<file path="src/design/sme_pkg.sv">
`default_nettype none
package sme_pkg;

  localparam int STACK_DEPTH_DEF = 32;

  typedef enum logic [3:0] {
    OP_PUSH = 4'd0,
    OP_ADD  = 4'd1,
    OP_SUB  = 4'd2,
    OP_MUL  = 4'd3,
    OP_DIV  = 4'd4,
    OP_POP  = 4'd5,
    OP_DUP  = 4'd6,
    OP_SWAP = 4'd7
  } op_t;

  typedef enum logic [2:0] {
    ST_OK       = 3'd0,
    ST_OVERFLOW = 3'd1,
    ST_UNDERFLOW = 3'd2,
    ST_DIVZERO  = 3'd3,
    ST_UNKNOWN  = 3'd4,
    ST_SKIPPED  = 3'd5
  } status_t;

  function automatic logic [31:0] sat64(input logic signed [63:0] v);
    if (v > 64'sd2147483647) return 32'h7fff_ffff;
    if (v < -64'sd2147483648) return 32'h8000_0000;
    return v[31:0];
  endfunction

  // Q16.16 product back to Q16.16, truncated toward zero
  function automatic logic [31:0] mul_sat(input logic signed [63:0] p);
    logic signed [63:0] t;
    t = p + (p[63] ? 64'sd65535 : 64'sd0);
    return sat64(t >>> 16);
  endfunction

endpackage
`default_nettype wire

</file>
<file path="src/design/stack_machine_executor.sv">
// Sequence from accept to result: skipped, faulting, push and pop pass S_TOP,
//   S_TOPW; the rest read (S_RDB, S_RDA), execute (S_EXEC) and write back; mul adds
//   S_MUL2, div S_DIV (24 radix-4 steps) and S_DIVFIX; a zero divisor goes to S_TOP.
// Throughput: one request at a time; the next is taken after the result is taken.
// Reset (rst, synchronous) empties the stack and clears the held fault; stack contents
//   are not cleared.
`default_nettype none
module stack_machine_executor
  import sme_pkg::*;
#(
  parameter int STACK_DEPTH = STACK_DEPTH_DEF
) (
  input  wire logic               clk,
  input  wire logic               rst,
  input  wire logic               in_valid,
  output logic                    in_ready,
  input  wire logic [3:0]         op,
  input  wire logic signed [31:0] push_value,
  input  wire logic               program_start,
  output logic                    out_valid,
  input  wire logic               out_ready,
  output logic [2:0]              status,
  output logic signed [31:0]      top_value,
  output logic [5:0]              depth
);

  localparam int DW = $clog2(STACK_DEPTH + 1);
  localparam int AW = (STACK_DEPTH > 1) ? $clog2(STACK_DEPTH) : 1;
  localparam int DIV_STEPS = 24;
  localparam int CW = $clog2(DIV_STEPS);

  typedef enum logic [3:0] {
    S_IDLE, S_RDB, S_RDA, S_EXEC, S_MUL2, S_DIV, S_DIVFIX,
    S_WR1, S_WR2, S_TOP, S_TOPW, S_OUT
  } state_t;

  state_t state;
  logic [DW-1:0] sp;
  logic held;
  logic [3:0] opr;
  status_t stat;
  logic [31:0] opb, res;
  logic signed [63:0] prod;
  logic [31:0] rem, dvs;
  logic [47:0] dvd;
  logic neg;
  logic [CW-1:0] cnt;

  logic [31:0] mem [STACK_DEPTH];
  logic [31:0] rdata;
  logic rd_en, wr_en;
  logic [AW-1:0] rd_addr, wr_addr;
  logic [31:0] wr_data;
  logic [DW-1:0] am1, am2;
  logic full;

  logic [31:0] rem_next;
  logic [47:0] dvd_next;
  logic [32:0] r2;
  logic [32:0] sum;
  logic [31:0] mag_a, mag_b;
  logic signed [63:0] qs;

  assign in_ready = (state == S_IDLE);
  assign depth = 6'(sp);
  assign am1 = sp - DW'(1);
  assign am2 = sp - DW'(2);
  assign full = (sp == DW'(STACK_DEPTH));
  assign mag_a = rdata[31] ? (32'd0 - rdata) : rdata;
  assign mag_b = opb[31] ? (32'd0 - opb) : opb;
  assign sum = (opr == OP_SUB) ? ({rdata[31], rdata} - {opb[31], opb})
                               : ({rdata[31], rdata} + {opb[31], opb});
  assign qs = neg ? -$signed({16'd0, dvd}) : $signed({16'd0, dvd});

  always_comb begin
    rem_next = rem;
    dvd_next = dvd;
    r2 = '0;
    for (int i = 0; i < 2; i++) begin
      r2 = {rem_next, dvd_next[47]};
      dvd_next = {dvd_next[46:0], 1'b0};
      if (r2 >= {1'b0, dvs}) begin
        r2 = r2 - {1'b0, dvs};
        dvd_next[0] = 1'b1;
      end
      rem_next = r2[31:0];
    end
  end

  always_comb begin
    rd_en = 1'b0;
    rd_addr = am1[AW-1:0];
    wr_en = 1'b0;
    wr_addr = sp[AW-1:0];
    wr_data = res;
    case (state)
      S_IDLE: begin
        wr_en = in_valid && (op == OP_PUSH) && !full && !(held && !program_start);
        wr_data = push_value;
      end
      S_RDB, S_TOP: rd_en = 1'b1;
      S_RDA: begin
        rd_en = 1'b1;
        rd_addr = am2[AW-1:0];
      end
      S_EXEC: begin
        wr_en = (opr == OP_SWAP);
        wr_addr = am1[AW-1:0];
        wr_data = rdata;
      end
      S_WR1: begin
        wr_en = 1'b1;
        wr_addr = (opr == OP_DUP) ? sp[AW-1:0] : am2[AW-1:0];
      end
      S_WR2: begin
        wr_en = 1'b1;
        wr_addr = am2[AW-1:0];
        wr_data = opb;
      end
      default: ;
    endcase
  end

  always_ff @(posedge clk) begin
    if (wr_en) mem[wr_addr] <= wr_data;
    if (rd_en) rdata <= mem[rd_addr];
  end

  always_ff @(posedge clk) begin
    if (rst) begin
      state <= S_IDLE;
      sp <= '0;
      held <= 1'b0;
      out_valid <= 1'b0;
    end else begin
      case (state)
        S_IDLE: begin
          if (in_valid) begin
            opr <= op;
            stat <= ST_OK;
            state <= S_TOP;
            if (held && !program_start) begin
              stat <= ST_SKIPPED;
            end else begin
              held <= 1'b0;
              case (op)
                OP_PUSH: begin
                  if (full) begin
                    stat <= ST_OVERFLOW;
                    held <= 1'b1;
                  end else sp <= sp + DW'(1);
                end
                OP_ADD, OP_SUB, OP_MUL, OP_DIV, OP_SWAP: begin
                  if (sp < DW'(2)) begin
                    stat <= ST_UNDERFLOW;
                    held <= 1'b1;
                  end else state <= S_RDB;
                end
                OP_POP: begin
                  if (sp == '0) begin
                    stat <= ST_UNDERFLOW;
                    held <= 1'b1;
                  end else sp <= am1;
                end
                OP_DUP: begin
                  if (sp == '0) begin
                    stat <= ST_UNDERFLOW;
                    held <= 1'b1;
                  end else if (full) begin
                    stat <= ST_OVERFLOW;
                    held <= 1'b1;
                  end else state <= S_RDB;
                end
                default: begin
                  stat <= ST_UNKNOWN;
                  held <= 1'b1;
                end
              endcase
            end
          end
        end
        S_RDB: state <= S_RDA;
        S_RDA: begin
          opb <= rdata;
          state <= S_EXEC;
        end
        S_EXEC: begin
          case (opr)
            OP_DUP: begin
              res <= opb;
              state <= S_WR1;
            end
            OP_SWAP: state <= S_WR2;
            OP_MUL: begin
              prod <= $signed(rdata) * $signed(opb);
              state <= S_MUL2;
            end
            OP_DIV: begin
              if (opb == '0) begin
                stat <= ST_DIVZERO;
                held <= 1'b1;
                sp <= am2;
                state <= S_TOP;
              end else begin
                rem <= '0;
                dvd <= {mag_a, 16'd0};
                dvs <= mag_b;
                neg <= rdata[31] ^ opb[31];
                cnt <= '0;
                state <= S_DIV;
              end
            end
            default: begin
              res <= sat64(64'(signed'(sum)));
              state <= S_WR1;
            end
          endcase
        end
        S_MUL2: begin
          res <= mul_sat(prod);
          state <= S_WR1;
        end
        S_DIV: begin
          rem <= rem_next;
          dvd <= dvd_next;
          cnt <= cnt + CW'(1);
          if (cnt == CW'(DIV_STEPS - 1)) state <= S_DIVFIX;
        end
        S_DIVFIX: begin
          res <= sat64(qs);
          state <= S_WR1;
        end
        S_WR1: begin
          sp <= (opr == OP_DUP) ? sp + DW'(1) : am1;
          state <= S_TOP;
        end
        S_WR2: state <= S_TOP;
        S_TOP: state <= S_TOPW;
        S_TOPW: begin
          top_value <= (sp == '0) ? 32'sd0 : $signed(rdata);
          status <= stat;
          out_valid <= 1'b1;
          state <= S_OUT;
        end
        S_OUT: begin
          if (out_ready) begin
            out_valid <= 1'b0;
            state <= S_IDLE;
          end
        end
        default: state <= S_IDLE;
      endcase
    end
  end

endmodule
`default_nettype wire

</file>
<file path="config.mk">
export PLATFORM = sky130hd
export DESIGN_NAME = stack_machine_executor
export DESIGN_NICKNAME = d
export VERILOG_FILES = /design/src/design/sme_pkg.sv /design/src/design/stack_machine_executor.sv
export SDC_FILE = /design/constraint.sdc
export NUM_CORES = 2
export LEC_CHECK = 0
export BUFFER_PORTS_ARGS = -buffer_cell sky130_fd_sc_hd__buf_2
export CORE_ASPECT_RATIO = 0.6
export CORE_MARGIN = 5
export CORE_UTILIZATION = 55
export DETAILED_ROUTE_END_ITERATION = 8
export GPL_ROUTABILITY_DRIVEN = 1
export PLACE_DENSITY_LB_ADDON = 0.12
export SYNTH_ARGS = -nofsm -noshare
export SYNTH_HDL_FRONTEND = slang
export SYNTH_SLANG_ARGS = --single-unit
</file>
<file path="constraint.sdc">
create_clock -name clk -period 12 [get_ports clk]
set_input_delay 2.4 -clock clk [delete_from_list [all_inputs] [get_ports clk]]
set_output_delay 2.4 -clock clk [all_outputs]
set_load 0.05 [all_outputs]
</file>
==> flow_metrics.py <==
metrics = {
    "flow_run": {
        "cap_violations": 0,
    },
    "clock_tree": {
        "clockBufferDepth": 4,
        "cts_tree": "built",
        "post_cts_resized": 0,
        "cts_made_buffers": 143,
        "clock-sinks": 1356,
        "cts_root_buf": "clkbuf_16",
        "post_cts_buffers": 0,
        "cts_max_level": 4,
        "holdBufCountCts": 0,
        "path_clk_slew_ns": 0.06,
        "clk_latency_ns": 0.81,
    },
    "critical_path": {
        "reg2reg_to": "prod[60]",
        "worst-path-max-fanout": 20,
        "r2r_start": "rdata[31]",
        "critPathRequiredTime_ns": 12.48,
        "crit_path_start_kind": "register",
        "critPathCaptureType": "register",
        "worstRegToRegCells": 23,
        "crit_arrival_ns": 10.00,
        "crit_type": "reg2reg",
        "worst-r2r-setup-slack_ns": 2.48,
    },
    "routing": {
        "ant_nets": 0,
        "wl_met1_mm": 133,
        "dr.pass1.iters": 9,
        "via_count": 65694,
        "routed_wirelength_mm": 296,
        "drc": 22,
        "vias_per_cell": 6.25,
        "drt-initial-drc-count": 8221,
        "dr_wl_met3_mm": 39.6,
        "wl_met2_mm": 114,
        "wl_per_cell_um": 28.2,
        "top_layer": "met5",
    },
    "sta": {
        "hold_viol": 0,
        "post-route-period-util_pct": 79.3,
        "setup_violations": 0,
        "fin_setup_tns_ns": 0,
        "max_freq_mhz": 105,
        "setup_slack_ns": 2.48,
        "rsz0062_at_grt": "false",
        "whs_ns": 0.461,
        "worst_slew_pin_slew_ns": 1.31,
        "period_minus_slack_ns": 9.52,
        "max-slew-margin-rel_pct": 12.4,
        "report.final.slew_viol_count": 0,
        "fin_worst_skew_ns": 0.0754,
    },
    "floorplan": {
        "dieWidth_um": 557,
        "dieArea_um2": 189000,
        "coreArea_um2": 179000,
        "rows": 120,
        "pin_count": 84,
        "start_util_pct": 55.4,
        "die_h_um": 338,
    },
    "final_layout": {
        "drive_gt1_share_pct": 10.8,
        "multi_input_area_um2": 53000,
        "fillCellCount": 14127,
        "regArea_um2": 40600,
        "area_growth_pct": 7.91,
        "finalNetCount": 9468,
    },
    "synth": {
        "synth_commonest_cells": "1344 x edfxtp_1, 1085 x fa_1, 1044 x inv_1",
        "synth_top_area_share_pct": 40.8,
        "synth_enable_flop_cells": 1344,
        "yosysMostFrequentCell": "edfxtp_1",
        "synth.cell_area_um2": 98800,
        "synth_flop_cell": "edfxtp_1",
        "yosysSeqAreaShare_pct": 41.1,
        "synth_area_leaders": "edfxtp_1 41%, fa_1 22%, mux4_2 5.8%, inv_1 4.0%, ha_1 3.9%",
        "yosysTopAreaCell": "edfxtp_1",
        "syn-num-nets": 9521,
        "postSynthAreaPerCell_um2": 12.2,
        "synthArstFlopShare_pct": 0,
        "ys_types": 88,
        "ys_ff_latch": 1356,
        "syn_inst": 8089,
        "yosys_warnings": 0,
    },
    "min_path": {
        "min_to": "status[0]",
        "hold_class": "reg2reg",
        "min_delay_path_depth": 0,
        "min_from": "stat[0]",
    },
    "placement": {
        "port_buffers": 83,
        "dp_slack_ns": 2.57,
        "hpwl_mm": 209,
        "place.gp.congestion": 0.991,
    },
    "status": {
        "outcome": "complete, but fails checks",
        "violations": "design-rule violations",
    },
    "global_route": {
        "grt_antenna_before_repair": 9,
        "grt_start_max_net_pins": 113,
        "grt-ovfl-total": 0,
        "grt_use_total_pct": 31.6,
        "grt_pass1_vias": 65850,
        "grt_pass1_wl_mm": 440,
    },
}
logic make-up (layout without fill, tap and decap cells):
kind of cell             count (synthesis)  after routing  share of synthesized area (%)
adder cells (fa/ha/maj)               1396           1396                           25.9
other                                    0              9                              0
XOR/XNOR                               331            331                           2.93
multiplexers                           403            403                           7.41
AO/OA/AOI/OAI                          920            920                           6.12
AND/OR/NAND/NOR                       2171           2171                           10.8
buffers and inverters                 1512           1552                           5.77
flip-flops                            1356           1356                           41.1
placed cells by master (no fill, tap or decap), types with 27 or more instances in the layout:
cell type | Yosys | layout
inv_1 | 1044 | 1044
edfxtp_1 | 1344 | 1344
and2_1 | 534 | 534
buf_2 | 11 | 83
clkbuf_1 | 359 | 31
a21oi_1 | 202 | 200
o211ai_1 | 56 | 56
a21o_1 | 84 | 84
mux2_2 | 70 | 70
mux4_2 | 256 | 256
xnor2_1 | 173 | 172
nor4_1 | 29 | 27
clkbuf_16 | 0 | 146
nand2b_1 | 42 | 42
xor2_1 | 158 | 157
nand2_1 | 852 | 852
ha_1 | 306 | 306
fa_1 | 1085 | 1085
buf_4 | 0 | 180
nor3_1 | 67 | 64
mux2i_1 | 77 | 74
nor2_1 | 298 | 264
a211oi_1 | 36 | 36
a222oi_1 | 32 | 32
or3_1 | 47 | 47
nor2_4 | 0 | 34
nor2b_1 | 54 | 52
nand3_1 | 98 | 98
nand4_1 | 40 | 40
o31ai_1 | 54 | 54
o21ai_0 | 219 | 218
sequential cells by signal (all words and copies together), names as in the netlist:
signal     count
stat           3
state          4
held           1
status         3
cnt            5
res           32
rdata         32
out_valid      1
mem         1024
rem           32
top_value     32
dvd           48
dvs           32
depth          6
neg            1
prod          64
opb           32
opr            4
final cells by class:
cell class	count	share of cell area, %
diodes	9	0.0211
clock buffers	179	3.56
flip-flops and latches	1356	38.1
inverters	1047	3.68
well taps	2379	2.79
multi-input cells	5221	49.7
repair buffers	267	1.73
clock inverters	59	0.492
worst max-delay path, stage by stage, from the launching register on:
cell and delay, ns:
edfxtp_1 0.92, clkinv_1 0.68, nor2_1 0.38, ha_1 0.34, fa_1 0.61, fa_1 0.75, fa_1 1.01, inv_1 0.40
fa_1 0.59, inv_1 0.06, fa_1 0.55, fa_1 0.44, fa_1 0.47, ha_1 0.35, nor2b_1 0.15, o21ai_0 0.18
nand2b_1 0.10, a21o_1 0.19, a21oi_1 0.17, nor2_1 0.06, a211oi_1 0.27, nand2_1 0.16, a31oi_1 0.27, o211ai_1 0.13
routing by layer:
| layer | track usage, % | up-vias |
|---|---|---|
| met2 | 40.7 | 3941 |
| li1 | - | 27422 |
| met4 | 8.08 | 4 |
| met3 | 9.32 | 457 |
| met5 | 0.785 | - |
| met1 | 51.6 | 33870 |
through the flow:
stage | util, % | instances | cell area, µm²
final | 59.7 | 10517 | 107000
after global routing | 59.7 | 10511 | 107000
after CTS | 59.7 | 10508 | 107000
after detailed placement | 57.3 | 10270 | 102000
after global placement | 57.3 | 10270 | 102000
after floorplan | - | 8089 | 98800
worst max path at each step:
stage	from	to	slack [ns]	depth (start not counted)
floorplan	rst	prod[0]	2.59	2
global placement	rdata[31]	prod[60]	2.80	23
detailed placement	rdata[31]	prod[60]	2.57	23
CTS	rdata[31]	prod[60]	2.50	23
global route	rdata[31]	prod[60]	1.99	23
finish	rdata[31]	prod[60]	2.48	23
Power is left out: the tool's default activity adds up to more than one toggle a clock period on the data nets, which glitch-free logic cannot reach.
